**src/idpo_pkg.sv**
```systemverilog
// ----------------------------------------------------------------------------
// idpo_pkg: shared types and constants
// Codes, timeout constants and the structs passed between the settings, core
// and top-level modules.
// ----------------------------------------------------------------------------
`timescale 1ns / 1ps
`default_nettype none

package idpo_pkg;

  localparam int TICK_W    = 24;
  localparam int ELAPSED_W = TICK_W + 1;
  localparam int TIMEOUT_W = 19;
  localparam int LIGHT_W   = 3;

  // One day of 128 Hz ticks.
  localparam logic [ELAPSED_W-1:0] TICKS_PER_DAY = 25'd11059200;

  localparam int TICKS_PER_MINUTE      = 60 * 128;
  localparam int TICKS_PER_HALF_MINUTE = 30 * 128;

  localparam logic [7:0] APO_CODE_SHORT = 8'd10;
  localparam logic [7:0] APO_CODE_LONG  = 8'd60;
  localparam logic [7:0] DIM_CODE_ONE   = 8'd1;
  localparam logic [7:0] DIM_CODE_TWO   = 8'd2;
  localparam logic [7:0] DIM_CODE_SIX   = 8'd6;
  localparam logic [7:0] LIGHT_CODE_MAX = 8'd5;

  localparam logic [TIMEOUT_W-1:0] APO_SHORT_TICKS = TIMEOUT_W'(10 * TICKS_PER_MINUTE);
  localparam logic [TIMEOUT_W-1:0] APO_LONG_TICKS  = TIMEOUT_W'(60 * TICKS_PER_MINUTE);
  localparam logic [TIMEOUT_W-1:0] DIM_ONE_TICKS   = TIMEOUT_W'(1 * TICKS_PER_HALF_MINUTE);
  localparam logic [TIMEOUT_W-1:0] DIM_TWO_TICKS   = TIMEOUT_W'(2 * TICKS_PER_HALF_MINUTE);
  localparam logic [TIMEOUT_W-1:0] DIM_SIX_TICKS   = TIMEOUT_W'(6 * TICKS_PER_HALF_MINUTE);

  localparam logic [LIGHT_W-1:0] DIM_LEVEL = 3'd1;

  typedef enum logic [1:0] {
    OP_KEY     = 2'd0,
    OP_POLL    = 2'd1,
    OP_REFRESH = 2'd2,
    OP_UNUSED  = 2'd3
  } op_t;

  typedef enum logic [1:0] {
    KEY_NONE = 2'd0,
    KEY_DOWN = 2'd1,
    KEY_UP   = 2'd2,
    KEY_HOLD = 2'd3
  } key_kind_t;

  typedef enum logic [1:0] {
    CFG_ENABLE    = 2'd0,
    CFG_AUTO_OFF  = 2'd1,
    CFG_DIM_DELAY = 2'd2,
    CFG_LIGHT     = 2'd3
  } cfg_index_t;

  // Decoded settings; a zero timeout means the feature is off.
  typedef struct packed {
    logic                 enable;
    logic [TIMEOUT_W-1:0] apo_ticks;
    logic [TIMEOUT_W-1:0] dim_ticks;
    logic [LIGHT_W-1:0]   user_light;
  } cfg_t;

  typedef struct packed {
    op_t               operation;
    logic [TICK_W-1:0] now_ticks;
    key_kind_t         key_kind;
    logic              key_is_ac_on;
    logic              shift_held;
    logic              alpha_held;
    logic              keyboard_idle;
    logic              may_sleep;
  } item_t;

  typedef struct packed {
    logic               dim_pwm_write;
    logic [LIGHT_W-1:0] light_level;
    logic               light_write;
    logic               power_off_now;
    logic               handled;
  } result_t;

endpackage

`default_nettype wire

```
**src/idpo_cfg.sv**
```systemverilog
// ----------------------------------------------------------------------------
// idpo_cfg: settings registers
// Decodes the raw setting codes into the enable bit, timeouts and a light level on write.
// ----------------------------------------------------------------------------
`timescale 1ns / 1ps
`default_nettype none

module idpo_cfg
  import idpo_pkg::*;
(
  input  wire logic       clk,
  input  wire logic       rst,
  input  wire logic       cfg_write,
  input  wire logic [1:0] cfg_index,
  input  wire logic [7:0] cfg_data,
  output cfg_t            cfg
);

  cfg_t cfg_reg;

  always_ff @(posedge clk) begin
    if (rst) begin
      cfg_reg <= '0;
    end else if (cfg_write) begin
      case (cfg_index_t'(cfg_index))
        CFG_ENABLE: begin
          cfg_reg.enable <= cfg_data[0];
        end
        CFG_AUTO_OFF: begin
          if (cfg_data == APO_CODE_SHORT) begin
            cfg_reg.apo_ticks <= APO_SHORT_TICKS;
          end else if (cfg_data == APO_CODE_LONG) begin
            cfg_reg.apo_ticks <= APO_LONG_TICKS;
          end else begin
            cfg_reg.apo_ticks <= '0;
          end
        end
        CFG_DIM_DELAY: begin
          if (cfg_data == DIM_CODE_ONE) begin
            cfg_reg.dim_ticks <= DIM_ONE_TICKS;
          end else if (cfg_data == DIM_CODE_TWO) begin
            cfg_reg.dim_ticks <= DIM_TWO_TICKS;
          end else if (cfg_data == DIM_CODE_SIX) begin
            cfg_reg.dim_ticks <= DIM_SIX_TICKS;
          end else begin
            cfg_reg.dim_ticks <= '0;
          end
        end
        CFG_LIGHT: begin
          if (cfg_data != 8'd0 && cfg_data <= LIGHT_CODE_MAX) begin
            cfg_reg.user_light <= cfg_data[LIGHT_W-1:0];
          end else begin
            cfg_reg.user_light <= '0;
          end
        end
        default: begin
          cfg_reg <= cfg_reg;
        end
      endcase
    end
  end

  assign cfg = cfg_reg;

endmodule

`default_nettype wire

```
**src/idpo_core.sv**
```systemverilog
// ----------------------------------------------------------------------------
// idpo_core: activity state and step logic
// Holds the activity state and computes one result per word.
// ----------------------------------------------------------------------------
`timescale 1ns / 1ps
`default_nettype none

module idpo_core
  import idpo_pkg::*;
(
  input  wire logic  clk,
  input  wire logic  rst,
  input  wire cfg_t  cfg,
  input  wire logic  step,
  input  wire item_t item,
  output result_t    result
);

  logic [TICK_W-1:0] last_activity_ticks, last_activity_ticks_next;
  logic              activity_unseen, activity_unseen_next;
  logic              is_dimmed, is_dimmed_next;
  logic              manual_request, manual_request_next;
  logic              off_pending, off_pending_next;

  logic [ELAPSED_W-1:0] now_ext;
  logic [ELAPSED_W-1:0] last_ext;
  logic [ELAPSED_W-1:0] elapsed_raw;
  logic [ELAPSED_W-1:0] elapsed;
  logic                 activity;
  logic                 dimmed_a;
  logic                 pending_a;
  logic                 pending_b;
  logic                 apo_hit;
  logic                 dim_hit;
  logic                 light_on;

  assign now_ext  = {1'b0, item.now_ticks};
  assign last_ext = {1'b0, last_activity_ticks};
  assign light_on = (cfg.user_light != '0);

  always_comb begin
    if (now_ext >= last_ext) begin
      elapsed_raw = now_ext - last_ext;
    end else begin
      elapsed_raw = now_ext + TICKS_PER_DAY - last_ext;
    end
  end

  // Activity on a poll moves the last-activity stamp to now, so the
  // elapsed time seen by the timeout checks is zero.
  assign activity  = activity_unseen || !item.keyboard_idle;
  assign elapsed   = activity ? '0 : elapsed_raw;
  assign dimmed_a  = activity ? 1'b0 : is_dimmed;
  assign pending_a = (activity && !manual_request) ? 1'b0 : off_pending;
  assign apo_hit   = (cfg.apo_ticks != '0) &&
                     (elapsed >= {{(ELAPSED_W-TIMEOUT_W){1'b0}}, cfg.apo_ticks});
  assign dim_hit   = (cfg.dim_ticks != '0) &&
                     (elapsed >= {{(ELAPSED_W-TIMEOUT_W){1'b0}}, cfg.dim_ticks});
  assign pending_b = pending_a || apo_hit;

  always_comb begin
    result                   = '0;
    last_activity_ticks_next = last_activity_ticks;
    activity_unseen_next     = activity_unseen;
    is_dimmed_next           = is_dimmed;
    manual_request_next      = manual_request;
    off_pending_next         = off_pending;

    if (cfg.enable) begin
      case (item.operation)
        OP_KEY: begin
          if (item.key_kind != KEY_NONE) begin
            activity_unseen_next = 1'b1;
          end
          if (item.key_kind == KEY_DOWN && item.key_is_ac_on &&
              item.shift_held && !item.alpha_held) begin
            manual_request_next = 1'b1;
            off_pending_next    = 1'b1;
            result.handled      = 1'b1;
          end
        end
        OP_POLL: begin
          if (activity) begin
            activity_unseen_next     = 1'b0;
            last_activity_ticks_next = item.now_ticks;
            if (is_dimmed && light_on) begin
              result.light_write = 1'b1;
              result.light_level = cfg.user_light;
            end
          end
          is_dimmed_next   = dimmed_a;
          off_pending_next = pending_b;
          if (pending_b) begin
            result.handled = 1'b1;
            if (item.may_sleep) begin
              if (dimmed_a && light_on) begin
                result.light_write = 1'b1;
                result.light_level = cfg.user_light;
              end
              result.power_off_now     = 1'b1;
              last_activity_ticks_next = item.now_ticks;
              activity_unseen_next     = 1'b0;
              is_dimmed_next           = 1'b0;
              manual_request_next      = 1'b0;
              off_pending_next         = 1'b0;
            end
          end else if (!dimmed_a && dim_hit && light_on) begin
            result.light_write   = 1'b1;
            result.light_level   = DIM_LEVEL;
            result.dim_pwm_write = 1'b1;
            is_dimmed_next       = 1'b1;
          end
        end
        OP_REFRESH: begin
          last_activity_ticks_next = item.now_ticks;
          activity_unseen_next     = 1'b0;
          is_dimmed_next           = 1'b0;
          manual_request_next      = 1'b0;
          off_pending_next         = 1'b0;
        end
        default: begin
          result = '0;
        end
      endcase
    end
  end

  always_ff @(posedge clk) begin
    if (rst) begin
      last_activity_ticks <= '0;
      activity_unseen     <= 1'b0;
      is_dimmed           <= 1'b0;
      manual_request      <= 1'b0;
      off_pending         <= 1'b0;
    end else if (step) begin
      last_activity_ticks <= last_activity_ticks_next;
      activity_unseen     <= activity_unseen_next;
      is_dimmed           <= is_dimmed_next;
      manual_request      <= manual_request_next;
      off_pending         <= off_pending_next;
    end
  end

`ifndef SYNTHESIS
  // A manual request is always backed by a pending power-off.
  a_manual_pending: assert property (@(posedge clk) disable iff (rst)
    manual_request |-> off_pending)
    else $error("manual request without pending power-off");
`endif

endmodule

`default_nettype wire

```
**src/inactivity_dim_and_auto_power_off.sv**
```systemverilog
// Path: an accepted word passes the input register, then the output register.
// Throughput: one word per cycle while the output is not stalled; the step logic is a
//   single pass between the input register and the output register, with the activity
//   state updated as each word moves into the output register.
// Reset: synchronous, active high; clears settings, activity state and both
//   pipeline valid flags.
// ----------------------------------------------------------------------------
// inactivity_dim_and_auto_power_off: backlight dimmer and auto power-off
// Takes key events, polls and refresh commands stamped with a daily tick
// count and returns one action word per input word.
// ----------------------------------------------------------------------------
`timescale 1ns / 1ps
`default_nettype none

module inactivity_dim_and_auto_power_off
  import idpo_pkg::*;
(
  input  wire logic        clk,
  input  wire logic        rst,
  // Settings write port.
  input  wire logic        cfg_write,
  input  wire logic [1:0]  cfg_index,
  input  wire logic [7:0]  cfg_data,
  // Input stream.
  input  wire logic        s_tvalid,
  output logic             s_tready,
  // s_tdata, low bit up: now_ticks[23:0], key_kind[25:24], key_is_ac_on[26],
  // shift_held[27], alpha_held[28], keyboard_idle[29], may_sleep[30], zero[31].
  input  wire logic [31:0] s_tdata,
  // s_tuser: operation[1:0].
  input  wire logic [1:0]  s_tuser,
  // Output stream.
  output logic             m_tvalid,
  input  wire logic        m_tready,
  // m_tdata, low bit up: handled[0], power_off_now[1], light_write[2],
  // light_level[5:3], dim_pwm_write[6], zero[7].
  output logic [7:0]       m_tdata
);

  cfg_t    cfg;
  item_t   in_item;
  item_t   s1_item;
  logic    s1_valid;
  logic    advance;
  result_t result;

  idpo_cfg u_cfg (
    .clk       (clk),
    .rst       (rst),
    .cfg_write (cfg_write),
    .cfg_index (cfg_index),
    .cfg_data  (cfg_data),
    .cfg       (cfg)
  );

  // Unpack the incoming word.
  assign in_item.operation     = op_t'(s_tuser);
  assign in_item.now_ticks     = s_tdata[23:0];
  assign in_item.key_kind      = key_kind_t'(s_tdata[25:24]);
  assign in_item.key_is_ac_on  = s_tdata[26];
  assign in_item.shift_held    = s_tdata[27];
  assign in_item.alpha_held    = s_tdata[28];
  assign in_item.keyboard_idle = s_tdata[29];
  assign in_item.may_sleep     = s_tdata[30];

  // The held word moves on whenever the output register is empty or is
  // being drained in this cycle; the input register refills in the same
  // cycle, so back-to-back words flow with no bubble.
  assign advance  = s1_valid && (!m_tvalid || m_tready);
  assign s_tready = !s1_valid || advance;

  always_ff @(posedge clk) begin
    if (rst) begin
      s1_valid <= 1'b0;
    end else if (s_tready) begin
      s1_valid <= s_tvalid;
    end
  end

  always_ff @(posedge clk) begin
    if (s_tvalid && s_tready) begin
      s1_item <= in_item;
    end
  end

  // The core updates its activity state only on the cycle the word is
  // committed to the output register.
  idpo_core u_core (
    .clk    (clk),
    .rst    (rst),
    .cfg    (cfg),
    .step   (advance),
    .item   (s1_item),
    .result (result)
  );

  always_ff @(posedge clk) begin
    if (rst) begin
      m_tvalid <= 1'b0;
    end else if (advance) begin
      m_tvalid <= 1'b1;
    end else if (m_tready) begin
      m_tvalid <= 1'b0;
    end
  end

  always_ff @(posedge clk) begin
    if (advance) begin
      m_tdata <= {1'b0, result};
    end
  end

`ifndef SYNTHESIS
  a_off_handled: assert property (@(posedge clk) disable iff (rst)
    m_tvalid |-> (!m_tdata[1] || m_tdata[0]))
    else $error("power-off word without handled flag");

  a_level_quiet: assert property (@(posedge clk) disable iff (rst)
    (m_tvalid && !m_tdata[2]) |-> (m_tdata[5:3] == 3'd0))
    else $error("light level set without light write");

  a_dim_level: assert property (@(posedge clk) disable iff (rst)
    (m_tvalid && m_tdata[6]) |-> (m_tdata[2] && m_tdata[5:3] == DIM_LEVEL && !m_tdata[0]))
    else $error("dim word with wrong light fields");

  a_drain_accept: assert property (@(posedge clk) disable iff (rst)
    (!m_tvalid && s1_valid) |-> s_tready)
    else $error("input stalled while output register empty");
`endif

endmodule

`default_nettype wire
```
**config.mk**
```make
export PLATFORM = sky130hd
export DESIGN_NAME = inactivity_dim_and_auto_power_off
export DESIGN_NICKNAME = d
export VERILOG_FILES = /design/src/idpo_pkg.sv /design/src/idpo_cfg.sv /design/src/idpo_core.sv /design/src/inactivity_dim_and_auto_power_off.sv
export SDC_FILE = /design/constraint.sdc
export NUM_CORES = 1
export LEC_CHECK = 0
export ABC_AREA = 1
export BUFFER_PORTS_ARGS = -buffer_cell sky130_fd_sc_hd__buf_2
export CAP_MARGIN = 15
export CORE_MARGIN = 2
export CORE_UTILIZATION = 50
export DETAILED_ROUTE_END_ITERATION = 16
export GPL_ROUTABILITY_DRIVEN = 0
export PLACE_DENSITY = 0.72
export SYNTH_ARGS = -nofsm -noshare
export SYNTH_HDL_FRONTEND = slang
export SYNTH_SLANG_ARGS = --single-unit
```
**constraint.sdc**
```tcl
create_clock -name clk -period 4.4 [get_ports clk]
set_clock_uncertainty 0.1 [all_clocks]
set_input_delay 0 -clock clk [delete_from_list [all_inputs] [get_ports clk]]
set_output_delay 0 -clock clk [all_outputs]
set_load 0.05 [all_outputs]
```
==> flow_summary.yaml <==
setup_path:
  timing.rr.end: "u_core.last_activity_ticks[19]"
  critical_path.slowest_cell: "fa_2"
  reg2regPathDepth: 30
  rr_startpoint: "s1_item[15]"
  timing.critical_path.fanout_max: 8
  critical_path_arrival_ps: 4650
  critPathCaptureType: "register"
  timing.reg2reg.setup_slack_ps: -70
  worstSetupStartpointType: "register"
  critPathKind: "reg -> reg"
  max_stage_delay_ps: 640
  required_ps: 4580
pwr:
  vdd_drop_max_mv: 0.221
  leakagePower_nw: 5.10
  totalPowerFinal_mw: 2.50
  power_density_nw_per_um2: 238
global_route:
  overflow: 0
  grt_start_max_net_pins: 30
  grt_pass1_wl_mm: 38.8
  grt_antenna_before_repair: 0
  globalRouteTotalUtil: 0.297
  vias_in_the_first_global_route: 8262
clocking:
  tritoncts: "done"
  clock_insertion_delay_worst_skew_ps: 350
  max-clock-path-buffers: 2
  clkSlewWorstSetupHoldPaths_ps: 60
  clkSinkCount: 82
  cts_htree_levels: 3
  ctsRootBufferMaster: "clkbuf_16"
  clock_buffers_created_by_tritoncts: 9
route:
  wl_met3_mm: 1.70
  drtIter0Drc: 730
  firstDrtPassIters: 8
  detail_route.vias_per_cell: 5.40
  routed_wl_mm: 24.7
  post_drt_wl_per_cell_um: 15.6
  routed-via-count: 8581
  drt_drc_violations_left: 0
  route.top_layer_used: "met4"
  detail_route.wirelength.met1_mm: 9.99
  antenna_violating_nets_post_route: 0
  routed_met2_length_mm: 12.1
floorplan:
  num_rows: 45
  die_h_um: 128
  die-width_um: 128
  floorplan.die_area_sq_um: 16500
  ios: 59
  initial_utilization: 0.511
  core_area_sq_um: 15100
final_layout:
  multi_input_gate_area_in_the_final_layout_sq_um: 5420
  nFillCells: 1210
  layout.core_utilization: 0.694
  layout.cells.most_common_list: "nand2_1, inv_1, buf_4"
  final_nets: 1532
  post_route_cells_drive_above_1_share: 0.261
  sequential_cell_area_sq_um: 2040
  post_layout_nonfiller_instances: 1588
  mostFrequentLayoutCell: "nand2_1"
  largest_reg_flops: 33
  antennaDiodeCount: 0
  syn_to_final_growth_pct: 35.8
yosys:
  postSynthNetCount: 1303
  synth.distinct_cells: 46
  ys.flop_type: "dfxtp_1"
  ys.warnings.count: 0
  synth-seq-cells: 82
  syn-cell-area_sq_um: 7740
  synth_top_area_cell: "edfxtp_1"
  synth.avg_cell_area_sq_um: 6.64
  synth_edf_count: 40
  synth-seq-area-share: 0.264
  synthTopCellsByArea: "edfxtp_1, nand2_1, ha_1"
  synthArstFlopShare: 0
  netlist.area_leader.share: 0.155
  synthCells: 1166
min_path:
  worstHoldPathType: "in -> reg"
  hold_path.startpoint: "cfg_write"
  whs_path_depth: 5
  min_delay_worst_endpoint: "u_cfg.cfg[15]"
flow_run:
  cap_viol_max_count: 0
timing:
  hold_viol_final: 0
  timing.max_slew.rel_slack: 0.350
  finalWorstPathRequiredPeriod_ps: 4470
  max_freq_ghz: 0.224
  min_period_over_period: 1.02
  worst_pin_slew_ps: 975
  final_max_slew_viol_count: 0
  post-route-worst-setup-slack_ps: -68.7
  rsz0062_at_grt: "yes"
  setup_viol_count_final: 20
placed_design:
  detailed_place_hpwl_mm: 17.7
  place.detailed.instances: 1490
  io_buffers: 56
run_status:
  violations_in_the_final_reports: "setup timing"
  status: "complete, but fails checks"
==> synth_stat cells (7+ instances only) <==
master,n
nand2_1,309
inv_1,203
nand2_2,8
dfxtp_1,42
ha_1,68
nor2_1,125
xnor2_1,7
o21ai_0,48
a21oi_1,74
nand4_1,13
fa_1,20
o21bai_1,7
edfxtp_1,40
nand3_1,93
nor2_2,11
nor3_1,25
==> how the worst max path moves through the flow <==
stage	start	endpoint	slack (ps)	cells after the start
2_1_floorplan	s1_item[8]	m_tdata[3]	360	30
3_3_place_gp	s1_item[10]	u_core.last_activity_ticks[22]	-10	30
3_5_place_dp	s1_item[10]	u_core.last_activity_ticks[23]	-80	30
4_1_cts	s1_item[10]	u_core.last_activity_ticks[23]	20	31
5_1_grt	s1_item[15]	m_tdata[4]	-300	31
6_report	s1_item[15]	u_core.last_activity_ticks[19]	-70	30
==> critical path, delay by kind of cell (launching register included) <==
kind | cells | cell delay [ps]
buffers and inverters | 5 | 400
and+or+nand+nor | 19 | 1890
DFF | 1 | 410
adders and majority gates | 3 | 1060
AOI/OAI and AO/OA | 3 | 510
==> per-stage QoR <==
step | setup slack, ps | setup TNS [ps] | hold WS [ps] | area [sq um]
after floorplan | 363 | 0 | -1.13 | 7740
after global placement | -12.7 | -12.7 | 76.2 | 8870
after detailed placement | -77.3 | -604 | 78.3 | 8870
after CTS | 17.0 | 0 | 14.0 | 9870
final | -68.7 | -726 | 13.5 | 10500
after global routing | -298 | -7150 | 109 | 10500
==> cells by family (layout without fill, tap and decap cells) <==
logic type / count (synthesis) / count (layout) / share of synthesized area
xor+xnor: 13 / 13 / 0.0147
fa+ha+maj: 88 / 88 / 0.162
compound gates: 150 / 150 / 0.105
simple gates: 608 / 610 / 0.339
flops: 82 / 82 / 0.264
buf+inv: 224 / 456 / 0.115
other cells: 1 / 1 / 0.000485
==> layer usage <==
layer  global-route usage  vias up
met1                0.367     3949
li1                     -     4182
met3               0.0416       78
met2                0.514      372
met5                    0        -
met4                0.133        0
==> cell type report <==
| type | count | share of cell area |
|---|---|---|
| Clock buffer | 11 | 0.0231 |
| Clock inverter | 5 | 0.00333 |
| Inverter | 207 | 0.0739 |
| Multi-Input combinational cell | 862 | 0.516 |
| Sequential cell | 82 | 0.194 |
| Tap cell | 188 | 0.0224 |
| Timing Repair Buffer | 233 | 0.167 |
==> power breakdown <==
group          switching [mW]  total (mW)  internal (mW)
Sequential             0.0195       0.850          0.830
Clock                   0.320       0.721          0.402
Combinational           0.534       0.930          0.396
==> repair_timing <==
action	4_1_cts	5_1_grt
gates cloned	2	0
hold endpoints to repair	52	0
setup endpoints to repair	16	34
hold buffers	53	0
resized for setup	32	134
buffers inserted	7	20
pin swaps	13	66
(Power assumes the default switching activity.)
